--- src/hw/rtl/pbd_pkg.sv ---
// Package for the pin blink and duty controller.
// Holds the request and response types, command and mode codes, and the sequencer states.
// No dependencies.
`default_nettype none

package pbd_pkg;

    localparam logic [2:0] MODE_TICK   = 3'd0;
    localparam logic [2:0] MODE_SET    = 3'd1;
    localparam logic [2:0] MODE_TOGGLE = 3'd2;
    localparam logic [2:0] MODE_BLINK  = 3'd3;
    localparam logic [2:0] MODE_DUTY   = 3'd4;

    localparam logic [1:0] AM_STATIC = 2'd0;
    localparam logic [1:0] AM_TOGGLE = 2'd1;
    localparam logic [1:0] AM_POWER  = 2'd2;
    localparam logic [1:0] AM_COUNT  = 2'd3;

    localparam logic [15:0] POWER_PERIOD = 16'd10;
    localparam logic [3:0]  POWER_LIMIT  = 4'd10;
    localparam logic [7:0]  PHASE_WRAP   = 8'd100;

    localparam int MOD_BITS = 8;
    localparam logic [2:0] MOD_LAST = 3'(MOD_BITS - 1);

    typedef struct packed {
        logic [2:0]  mode;
        logic        level;
        logic [15:0] period;
        logic [7:0]  blink_count;
        logic [3:0]  power_level;
    } req_t;

    typedef struct packed {
        logic pin_level;
        logic status;
        logic timer_fired;
    } rsp_t;

    typedef enum logic {
        ST_IDLE,
        ST_MOD
    } seq_state_t;

endpackage

`default_nettype wire

--- src/hw/rtl/pin_blink_and_duty_controller_core.sv ---
// Top level of the pin blink and duty controller; uses pbd_pkg and pbd_mod_unit.
// A command, or a tick that needs no duty step, answers in the cycle after its request.
// A tick that fires the timer in power mode starts the bit-serial remainder unit, waits in
// ST_MOD until the unit's done pulse, and then registers its answer.
// Takes one request per cycle unless the response stalls, and none while in ST_MOD.
// Reset clears the pin, the timer and all mode state.
`default_nettype none

module pin_blink_and_duty_controller_core
    import pbd_pkg::*;
(
    input  wire logic clk,
    input  wire logic rst_n,
    input  wire logic req_valid,
    output logic      req_stall,
    input  wire req_t req,
    output logic      rsp_valid,
    input  wire logic rsp_stall,
    output rsp_t      rsp
);

    seq_state_t  state_reg, state_next;
    logic [1:0]  amode_reg, amode_next;
    logic        pin_reg, pin_next;
    logic        run_reg, run_next;
    logic [15:0] period_reg, period_next;
    logic [15:0] tick_reg, tick_next;
    logic [7:0]  phase_reg, phase_next;
    logic [3:0]  duty_reg, duty_next;
    logic        rsp_valid_reg, rsp_valid_next;
    rsp_t        rsp_reg, rsp_next;
    logic        rsp_load;
    logic        accept;
    logic [16:0] tick_inc;
    logic [7:0]  phase_inc;
    logic [3:0]  new_duty;
    logic        mod_start;
    logic        mod_done;
    logic [3:0]  mod_rem;
    logic [3:0]  mod_div;

    assign req_stall = (state_reg != ST_IDLE) || (rsp_valid_reg && rsp_stall);
    assign accept    = req_valid && !req_stall;
    assign tick_inc  = {1'b0, tick_reg} + 17'd1;
    assign phase_inc = phase_reg + 8'd1;
    assign new_duty  = POWER_LIMIT - req.power_level;
    assign mod_div   = (duty_reg == 4'd0) ? 4'd1 : duty_reg;

    pbd_mod_unit u_mod (
        .clk       (clk),
        .rst_n     (rst_n),
        .start     (mod_start),
        .dividend  (phase_reg),
        .divisor   (mod_div),
        .done      (mod_done),
        .remainder (mod_rem)
    );

    always_comb
    begin
        state_next  = state_reg;
        amode_next  = amode_reg;
        pin_next    = pin_reg;
        run_next    = run_reg;
        period_next = period_reg;
        tick_next   = tick_reg;
        phase_next  = phase_reg;
        duty_next   = duty_reg;
        rsp_load    = 1'b0;
        mod_start   = 1'b0;
        rsp_next    = rsp_reg;
        rsp_next.status      = 1'b0;
        rsp_next.timer_fired = 1'b0;
        unique case (state_reg)
            ST_IDLE:
            begin
                if (accept)
                begin
                    rsp_load = 1'b1;
                    unique case (req.mode)
                        MODE_TICK:
                        begin
                            if (run_reg)
                            begin
                                if (tick_inc >= {1'b0, period_reg})
                                begin
                                    tick_next = 16'd0;
                                    rsp_next.timer_fired = 1'b1;
                                    unique case (amode_reg)
                                        AM_TOGGLE:
                                        begin
                                            pin_next = !pin_reg;
                                        end
                                        AM_COUNT:
                                        begin
                                            if (phase_reg == 8'd0)
                                            begin
                                                amode_next = AM_STATIC;
                                                pin_next   = 1'b1;
                                                run_next   = 1'b0;
                                            end
                                            else
                                            begin
                                                pin_next = !pin_reg;
                                                if (pin_reg)
                                                begin
                                                    phase_next = phase_reg - 8'd1;
                                                end
                                            end
                                        end
                                        AM_POWER:
                                        begin
                                            rsp_load   = 1'b0;
                                            mod_start  = 1'b1;
                                            state_next = ST_MOD;
                                        end
                                        AM_STATIC:
                                        begin
                                        end
                                    endcase
                                end
                                else
                                begin
                                    tick_next = tick_inc[15:0];
                                end
                            end
                        end
                        MODE_SET:
                        begin
                            run_next   = 1'b0;
                            tick_next  = 16'd0;
                            amode_next = AM_STATIC;
                            pin_next   = req.level;
                        end
                        MODE_TOGGLE:
                        begin
                            if (req.period == 16'd0)
                            begin
                                rsp_next.status = 1'b1;
                            end
                            else
                            begin
                                amode_next  = AM_TOGGLE;
                                period_next = req.period;
                                tick_next   = 16'd0;
                                run_next    = 1'b1;
                            end
                        end
                        MODE_BLINK:
                        begin
                            if ((req.period == 16'd0) || (req.blink_count == 8'd0))
                            begin
                                rsp_next.status = 1'b1;
                            end
                            else
                            begin
                                amode_next  = AM_COUNT;
                                phase_next  = req.blink_count;
                                pin_next    = 1'b1;
                                period_next = req.period;
                                tick_next   = 16'd0;
                                run_next    = 1'b1;
                            end
                        end
                        MODE_DUTY:
                        begin
                            if (req.power_level >= POWER_LIMIT)
                            begin
                                rsp_next.status = 1'b1;
                            end
                            else if ((amode_reg == AM_POWER) && (duty_reg == new_duty))
                            begin
                            end
                            else
                            begin
                                amode_next  = AM_POWER;
                                duty_next   = new_duty;
                                phase_next  = 8'd0;
                                period_next = POWER_PERIOD;
                                tick_next   = 16'd0;
                                run_next    = 1'b1;
                            end
                        end
                        default:
                        begin
                            rsp_next.status = 1'b1;
                        end
                    endcase
                end
            end
            ST_MOD:
            begin
                if (mod_done)
                begin
                    pin_next   = (mod_rem == 4'd0);
                    phase_next = (phase_inc > PHASE_WRAP) ? 8'd0 : phase_inc;
                    rsp_next.timer_fired = 1'b1;
                    rsp_load   = 1'b1;
                    state_next = ST_IDLE;
                end
            end
        endcase
        rsp_next.pin_level = pin_next;
        if (!rsp_load)
        begin
            rsp_next = rsp_reg;
        end
        rsp_valid_next = rsp_load || (rsp_valid_reg && rsp_stall);
    end

    always_ff @(posedge clk or negedge rst_n)
    begin
        if (!rst_n)
        begin
            state_reg     <= ST_IDLE;
            amode_reg     <= AM_STATIC;
            pin_reg       <= 1'b0;
            run_reg       <= 1'b0;
            period_reg    <= 16'd0;
            tick_reg      <= 16'd0;
            phase_reg     <= 8'd0;
            duty_reg      <= 4'd0;
            rsp_valid_reg <= 1'b0;
        end
        else
        begin
            state_reg     <= state_next;
            amode_reg     <= amode_next;
            pin_reg       <= pin_next;
            run_reg       <= run_next;
            period_reg    <= period_next;
            tick_reg      <= tick_next;
            phase_reg     <= phase_next;
            duty_reg      <= duty_next;
            rsp_valid_reg <= rsp_valid_next;
        end
    end

    always_ff @(posedge clk)
    begin
        rsp_reg <= rsp_next;
    end

    assign rsp_valid = rsp_valid_reg;
    assign rsp       = rsp_reg;

endmodule

`default_nettype wire

--- src/hw/rtl/pbd_mod_unit.sv ---
// Remainder unit of the pin blink and duty controller.
// Computes an 8-bit value modulo a 4-bit divisor, one bit per cycle; uses pbd_pkg.
`default_nettype none

module pbd_mod_unit
    import pbd_pkg::*;
(
    input  wire logic       clk,
    input  wire logic       rst_n,
    input  wire logic       start,
    input  wire logic [7:0] dividend,
    input  wire logic [3:0] divisor,
    output logic            done,
    output logic [3:0]      remainder
);

    logic       busy_reg, busy_next;
    logic       done_reg, done_next;
    logic [2:0] cnt_reg, cnt_next;
    logic [3:0] rem_reg, rem_next;
    logic [7:0] dvd_reg, dvd_next;
    logic [3:0] div_reg, div_next;
    logic [4:0] trial;
    logic [4:0] diff;

    always_comb
    begin
        trial     = {rem_reg, dvd_reg[7]};
        diff      = trial - {1'b0, div_reg};
        busy_next = busy_reg;
        done_next = 1'b0;
        cnt_next  = cnt_reg;
        rem_next  = rem_reg;
        dvd_next  = dvd_reg;
        div_next  = div_reg;
        if (start)
        begin
            busy_next = 1'b1;
            cnt_next  = 3'd0;
            rem_next  = 4'd0;
            dvd_next  = dividend;
            div_next  = divisor;
        end
        else if (busy_reg)
        begin
            if (trial >= {1'b0, div_reg})
            begin
                rem_next = diff[3:0];
            end
            else
            begin
                rem_next = trial[3:0];
            end
            dvd_next = {dvd_reg[6:0], 1'b0};
            cnt_next = cnt_reg + 3'd1;
            if (cnt_reg == MOD_LAST)
            begin
                busy_next = 1'b0;
                done_next = 1'b1;
            end
        end
    end

    always_ff @(posedge clk or negedge rst_n)
    begin
        if (!rst_n)
        begin
            busy_reg <= 1'b0;
            done_reg <= 1'b0;
            cnt_reg  <= 3'd0;
        end
        else
        begin
            busy_reg <= busy_next;
            done_reg <= done_next;
            cnt_reg  <= cnt_next;
        end
    end

    always_ff @(posedge clk)
    begin
        rem_reg <= rem_next;
        dvd_reg <= dvd_next;
        div_reg <= div_next;
    end

    assign done      = done_reg;
    assign remainder = rem_reg;

endmodule

`default_nettype wire

--- config.mk ---
export PLATFORM = sky130hd
export DESIGN_NAME = pin_blink_and_duty_controller_core
export DESIGN_NICKNAME = d
export VERILOG_FILES = /design/src/hw/rtl/pbd_pkg.sv /design/src/hw/rtl/pin_blink_and_duty_controller_core.sv /design/src/hw/rtl/pbd_mod_unit.sv
export SDC_FILE = /design/constraint.sdc
export NUM_CORES = 1
export LEC_CHECK = 0
export BUFFER_PORTS_ARGS = -buffer_cell sky130_fd_sc_hd__buf_2
export CAP_MARGIN = 20
export CORE_ASPECT_RATIO = 1.1
export CORE_MARGIN = 10
export CORE_UTILIZATION = 60
export DETAILED_ROUTE_END_ITERATION = 7
export PLACE_DENSITY = 0.84
export SLEW_MARGIN = 40
export SYNTH_ARGS = -nofsm -noshare
export SYNTH_HDL_FRONTEND = slang
export SYNTH_SLANG_ARGS = --single-unit
--- constraint.sdc ---
create_clock -name clk -period 5 [get_ports clk]
set_input_delay 0.25 -clock clk [delete_from_list [all_inputs] [get_ports clk]]
set_output_delay 0.25 -clock clk [all_outputs]
set_load 0.01 [all_outputs]
# Word-level counts from Yosys, hierarchy flattened
# Index checks and enable logic that the tools add are counted.
# totals
register_bits,74
in_bits,36
out_inout_bits,5
wordCells,172
# op_classes
add_sub_neg,6
order_cmp,4
eq_ne,28
muxes,87
bitwise,4
n_reduce_logical,25
# op_table
op,n
two-way mux 16 bit,10
two-way mux 8 bit,13
one-hot mux 16 bit (5 select lines),1
one-hot mux 16 bit (3 select lines),1
two-way mux 1 bit,40
one-hot mux 8 bit (3 select lines),1
AND reduction 11 bit,2
"inequality test 3 bit, second input constant",7
"adder 16 x 1 -> 17 bit, second input constant",1
greater-or-equal comparator 17 x 16 -> 1 bit,1
zero test 16 bit,1
zero test 8 bit,2
two-way mux 2 bit,8
"inequality test 2 bit, second input constant",8
one-hot mux 8 bit (2 select lines),1
AND reduction 7 bit,2
one-hot mux 1 bit (2 select lines),5
one-hot mux 2 bit (5 select lines),1
"adder 8 x 1 -> 8 bit, second input constant",1
"> comparator 8 x 7 -> 1 bit, second input constant",1
zero test 4 bit,2
AND reduction 8 bit,1
"subtractor 8 x 1 -> 8 bit, second input constant",1
"equality test 3 x 2 -> 1 bit, second input constant",2
other kinds (28),41

# Longest topological paths before layout
# Gate-level depths: netlist (run 1).
# depth
depth_word,9
mapped_depth,14

# By module
# A second synthesis (run 1) with hierarchy kept.
# unflattened
cells_unflattened,553
area_unflattened_um2,4964.8
# by_module_without_submodules
mod,n_inst,cells_per_inst,area_per_inst_um2,seq_area_each_um2
pin_blink_and_duty_controller_core,1,471,3922.5,1341.3
pbd_mod_unit,1,82,1042.2,565.5

# Worst setup path after synthesis (run 1)
# No wires, ideal clock.
# synth_path
kind,flip-flop to flip-flop
start,register tick_reg[2]
end,register u_mod.dvd_reg[1] (data pin)
setup_time_ps,260
t_arrival_ps,3237
required_ps,4740
slack_ps,1503
stages_incl_launch_ff,15
path_buffers,1
period_less_slack_ps,3497
cell_sequence,dfrtp_1 -> and4_1 -> and3_1 -> nand4_1 -> nor2_1 -> xor2_1 -> ha_1 -> and3_1 -> nand2_1 -> o32a_1 -> o211ai_1 -> nand2_1 -> nor4_1 -> buf_2 -> mux2_2
# synth_via
elab_chain_len,8
# synth_rtl
element,line,source
start: declaration,pin_blink_and_duty_controller_core.sv:27,"logic [15:0] tick_reg, tick_next;"
start signal: assignment,pin_blink_and_duty_controller_core.sv:232,tick_reg <= tick_next;
adder 16 x 1 -> 17 bit,pin_blink_and_duty_controller_core.sv:44,"assign tick_inc = {1'b0, tick_reg} + 17'd1;"
greater-or-equal comparator 17 x 16 -> 1 bit,pin_blink_and_duty_controller_core.sv:85,"if (tick_inc >= {1'b0, period_reg})"
two-way mux 1 bit,pin_blink_and_duty_controller_core.sv:85,
two-way mux 1 bit,pin_blink_and_duty_controller_core.sv:83,if (run_reg)
two-way mux 1 bit,pin_blink_and_duty_controller_core.sv:80,unique case (req.mode)
two-way mux 1 bit,pin_blink_and_duty_controller_core.sv:77,if (accept)
two-way mux 1 bit,pin_blink_and_duty_controller_core.sv:74,unique case (state_reg)
two-way mux 8 bit,pbd_mod_unit.sv:36,if (start)
net u_mod.dvd_next[1],pbd_mod_unit.sv:21,"logic [7:0] dvd_reg, dvd_next;"
end signal: assignment,pbd_mod_unit.sv:83,dvd_reg <= dvd_next;
end: declaration,pbd_mod_unit.sv:21,
# The timed path passes the listed nets, and every way through them passes these cells.
# A chain may end at the register's enable or synchronous reset.

# Worst setup path in the final report (run 1)
# layout_path
start,register tick_reg[2]
end,register u_mod.dvd_reg[3] (data pin)
# Same word-level chain as after synthesis.

==> results of run 1 <==
[through the flow]
stage / area [sq um] / total power (uW) / cells / utilization [%]
2_1_floorplan: 4910 / 1260 / 543 / -
4_1_cts: 5390 / 1910 / 687 / 67.7
5_1_grt: 5400 / 2030 / 687 / 67.8
3_3_place_gp: 5170 / 1380 / 671 / 65.0
3_5_place_dp: 5180 / 1420 / 671 / 65.2
6_report: 5400 / 1910 / 687 / 67.8
[area by class of cell]
cell class | count | area (sq um)
multi-input combinational | 405 | 2770
fill | 664 | 2560
sequential | 74 | 1910
timing repair buffer | 45 | 238
inverter | 39 | 146
clock buffer | 10 | 138
tap | 108 | 135
clock inverter | 6 | 65.1
[kinds of logic (layout without fill, tap and decap cells)]
group,count (synthesis),count (layout),synth area share [%]
buffers and inverters,64,100,5.43
XOR/XNOR,29,29,5.81
flip-flops,74,74,38.8
adder cells (fa/ha/maj),29,29,7.54
AND/OR/NAND/NOR,194,194,19.2
multiplexers,29,29,6.19
AO/OA/AOI/OAI,124,124,17.0
[layout by cell type, fill, tap and decap left out, drive strengths merged, types with 7 or more instances in the layout]
cell type	synthesis	final
ha	28	28
mux2i	18	18
inv	39	40
nor2	36	36
mux2	11	11
a211oi	7	7
xor2	9	9
o21ai	42	42
clkbuf	16	10
nand2	68	68
and3	8	8
nand2b	13	13
nand3	21	21
edfxtp	15	15
a21oi	22	22
nor3	12	12
xnor2	18	18
dfrtp	55	55
buf	9	45
nor4	11	11
[worst paths after layout]
kind                                    end  slack (ns)  cells past startpoint
min reg2reg                       state_reg        0.50                      1
min                            phase_reg[2]       0.006                      2
max in group asynchronous    period_reg[14]        4.50                      2
max reg2reg                u_mod.dvd_reg[3]        0.97                     13
min in group clk                  rsp_valid        0.10                      3
max                        u_mod.dvd_reg[3]        0.97                     13
[routing by layer]
| layer | wire length, um | GRT usage, % | share of wire, % | up-vias |
|---|---|---|---|---|
| met5 | 0 | 0 | 0 | - |
| met3 | 674 | 3.19 | 5.7 | 36 |
| met1 | 4780 | 23.4 | 40 | 2017 |
| met4 | 405 | 9.12 | 3.4 | 0 |
| li1 | - | - | - | 2007 |
| met2 | 5960 | 33.1 | 50 | 150 |
[power breakdown]
part / switching (uW) / total [uW] / internal (uW)
Clock: 239 / 483 / 244
Sequential: 139 / 853 / 714
Combinational: 326 / 578 / 252
==> flow_summary.ini, run 1 <==
[clock_tree]
cts.sinks = 74
ctsHoldBuffers = 0
htree_num_levels = 3
clk_pin_slew_ns = 0.08
clk_latency_ns = 0.36
cts_buffer_depth = 2
ctsResizeCount = 0
cts_tree = done
postCtsSetupBuffers = 0
clockRootBuffer = clkbuf_8
cts_buffers = 9

[sta]
whs_ns = 0.00575
rsz0062_at_grt = no
tns_ns = 0
period_share_pct = 80.5
finClkSkew_ns = 0.00893
setup_slack_ns = 0.975
fmax_mhz = 248
hold_viol = 0
setup_violations = 0
period_minus_slack_ns = 4.03
slew_violations = 0
worst_pin_slew_ns = 0.719
max_slew_margin_pct = 51.9

[global_route]
track_usage_pct = 19.4
grt_pass1_wl_um = 19300
grt_max_degree = 56
grt.overflow.total = 0
antenna_found_initial = 0
grt_pass1_vias = 4054

[synth]
syn-num-nets = 608
synth_area_sq_um = 4910
yosysSeqAreaShare_pct = 38.8
synth_ff_type = dfrtp_1
yosys_register_bits = 74
synthTopCellsByArea = dfrtp_1, edfxtp_1, ha_1, nand2_1, mux2i_1
postSynth.asyncResetShare_pct = 74.3
synthCells = 543
ys_types = 67
synth_edf_count = 15
yosysWarnings = 0
synth_top_area_share_pct = 28.0
synth_top_cells_by_count = nand2_1, dfrtp_1, inv_1
syn_area_per_cell_sq_um = 9.04
synth_area_leader_cell = dfrtp_1
synth.most_common_cell = nand2_1

[power_and_ir_drop]
ir_worst_vdd_mv = 0.214
p_per_area_nw_per_um2 = 355
leakage_uw = 0.00235

[setup_path]
path_buf_inv = 0
cp_cell_sequence = and4_1 > and3_1 > nand4_1 > nor2_1 > xor2_1 > ha_1 > and4_1 > nand2_1 > o32a_1 > o211ai_1 > nand2_1 > nor4_4 > mux2_2
cp-end-kind = flop
cp_slowest_cell = nor4_4
criticalPathCategory = reg -> reg
r2r_start = tick_reg[2]
crit_required_ns = 5.11
arrival_ns = 4.14
crit_path_start = tick_reg[2]
critPathMaxFanout = 9
worstSetupStartpointType = flop
max_stage_delay_ns = 0.50
crit_family = simple AND/OR/NAND/NOR gates

[floorplanning]
die_h_um = 115
die_area_sq_um = 12200
core_sq_um = 7960
ios = 41
initial_core_util_pct = 61.7
die_w_um = 106
rows = 34

[drt]
vias = 4210
vias_per_cell = 6.13
first_iter_violations = 308
drt_wl_total_um = 11800
first_pass_iters = 6
wl_per_cell_um = 17.2
drt_drc_violations_left = 0
antenna_left = 0

[cells_and_area]
nets = 639
drive_gt1_share_pct = 14.7
n_antenna_cell = 0
area_growth_pct = 9.86

[placed_design]
detailedPlacementHpwl_um = 8730
place.gp.congestion = 0.919
io_buffers = 40
pre_cts_ws_ns = 0.801

[job]
drv_cap = 0

[worst_hold_path]
min_path_type = in -> async

[status]
status = finished, final reports clean
Note: power is estimated with default switching activity, not from simulation.
==> run 2: changes to the inputs <==
--- a/config.mk
+++ b/config.mk
@@ -9,9 +9,9 @@
 export CAP_MARGIN = 20
 export CORE_ASPECT_RATIO = 1.1
 export CORE_MARGIN = 10
-export CORE_UTILIZATION = 60
+export CORE_UTILIZATION = 55
 export DETAILED_ROUTE_END_ITERATION = 7
-export PLACE_DENSITY = 0.84
+export PLACE_DENSITY = 0.81
 export SLEW_MARGIN = 40
 export SYNTH_ARGS = -nofsm -noshare
 export SYNTH_HDL_FRONTEND = slang
==> constraint.sdc (replaced) <==
create_clock -name clk -period 3.5 [get_ports clk]
set_input_delay 0.175 -clock clk [delete_from_list [all_inputs] [get_ports clk]]
set_output_delay 0.175 -clock clk [all_outputs]
set_load 0.01 [all_outputs]
==> run 2 against run 1 <==
  * Cell area is 6.4% higher
  * Power is 44% higher
  * First-iteration DRC count is 15% lower
  * Global-route usage is 0.68 points lower
  * Utilization is 2.5 points lower
  * Flip-flop and latch count stayed put
  * Register-to-register slack worse by 0.94 ns
  * Cell count is 5.2% higher
  * Wire length is 5.7% higher
  * Highest routed layer unchanged
==> flow_summary.ini, run 2 (synthesis gave the netlist of run 1 again) <==
[sta]
hold_viol = 0
worst_pin_slew_ns = 0.602
fmax_mhz = 289
finClkSkew_ns = 0.00624
period_minus_slack_ns = 3.47
tns_ns = 0
max_slew_margin_pct = 59.7
setup_slack_ns = 0.0344
setup_violations = 0
slew_violations = 0
period_share_pct = 99.0
rsz0062_at_grt = yes

[cells_and_area]
nets = 669
area_growth_pct = 16.9
final_common_cell = nand2_1
n_antenna_cell = 0
drive_gt1_share_pct = 21.2
mostFrequentLayoutCells = nand2_1, dfrtp_1, inv_1, buf_2

[global_route]
track_usage_pct = 18.7
grt_pass1_wl_um = 20100
grt_pass1_vias = 4291
grt_max_degree = 41
grt.overflow.total = 0
antenna_found_initial = 0

[floorplanning]
die_w_um = 110
die_area_sq_um = 13100
initial_core_util_pct = 55.9
core_sq_um = 8780
ios = 41
rows = 36
die_h_um = 119

[clock_tree]
cts_buffer_depth = 2
clockRootBuffer = clkbuf_8
cts_tree = done
cts.sinks = 74
cts_buffers = 9
clk_latency_ns = 0.36
clk_pin_slew_ns = 0.08
htree_num_levels = 3

[worst_hold_path]
min_path_type = in -> reg

[setup_path]
path_buf_inv = 3
criticalPathCategory = reg -> reg
crit_required_ns = 3.61
crit_family = simple AND/OR/NAND/NOR gates
worstSetupStartpointType = flop
arrival_ns = 3.58
critPathMaxFanout = 5
cp_slowest_cell = dfrtp_1
cp_cell_sequence = and4_1 > and3_4 > nand4_1 > buf_6 > buf_6 > xnor2_4 > ha_4 > and4_1 > nand2_2 > o32a_1 > o211ai_1 > nand2_2 > nor4_4 > buf_4 > mux2_2
cp-end-kind = flop
max_stage_delay_ns = 0.36

[placed_design]
place.gp.congestion = 0.945
pre_cts_ws_ns = -0.141
detailedPlacementHpwl_um = 8910
io_buffers = 40

[drt]
first_iter_violations = 263
first_pass_iters = 5
antenna_left = 0
wl_per_cell_um = 17.3
vias_per_cell = 6.00
drt_wl_total_um = 12500
drt_drc_violations_left = 0
vias = 4339

[power_and_ir_drop]
p_per_area_nw_per_um2 = 479
ir_worst_vdd_mv = 0.301
leakage_uw = 0.00252

[status]
status = finished, final reports clean

[job]
drv_cap = 0
run 2: layout make-up:
class	instances	area, sq um
fill	709	3040
multi-input combinational	405	2880
sequential	74	1910
timing repair buffer	75	475
inverter	39	146
tap	114	143
clock buffer	9	124
clock inverter	7	68.8
run 2: power breakdown:
part | switching, uW | total [uW] | internal, uW
Clock | 339 | 667 | 328
Combinational | 481 | 874 | 394
Sequential | 191 | 1210 | 1020
run 2: stage by stage:
step	cell area [sq um]	util [%]	instances	power, uW	hold WS [ns]
final	5740	65.3	723	2750	0.0436
after global routing	5740	65.3	723	2920	0.0663
after CTS	5550	63.2	714	2710	0.0409
after detailed placement	5290	60.3	692	2040	0.194
after global placement	5290	60.2	692	2000	0.359
after floorplan	4910	-	543	1810	-0.121
run 2: worst paths after layout:
kind | from | to | slack [ns] | cells after the start
hold reg to reg | u_mod.done | state_reg | 0.51 | 1
hold / removal | rsp_stall | rsp_valid | 0.04 | 3
max in group asynchronous | rst_n | period_reg[14] | 2.51 | 3
min in group asynchronous | rst_n | phase_reg[2] | 0.36 | 2
setup / recovery | tick_reg[3] | u_mod.dvd_reg[2] | 0.03 | 15
setup reg to reg | tick_reg[3] | u_mod.dvd_reg[2] | 0.03 | 15
run 2: what timing repair did:
item | CTS | global route
buffers inserted | 4 | 9
pin swaps | 1 | 4
setup endpoints to repair | 24 | 45
hold endpoints to repair | 39 | 0
gates resized for setup | 5 | 26
hold buffers | 1 | 0
cloned | 1 | 0
run 2: metal layers:
layer  GRT usage, %  vias up  routed length [um]
met5              0        -                   0
met4           7.80        0                 397
met3           3.02       43                 629
met2           31.9      161                6200
met1           22.6     2072                5270
li1               -     2063                   -
run 2: worst register-to-register path, stage by stage, from the launching register on:
cell and delay (ns):
dfrtp_1 0.36, and4_1 0.24, and3_4 0.20, nand4_1 0.11, buf_6 0.16, buf_6 0.12, xnor2_4 0.13, ha_4 0.28
and4_1 0.18, nand2_2 0.08, o32a_1 0.33, o211ai_1 0.14, nand2_2 0.14, nor4_4 0.19, buf_4 0.20, mux2_2 0.34
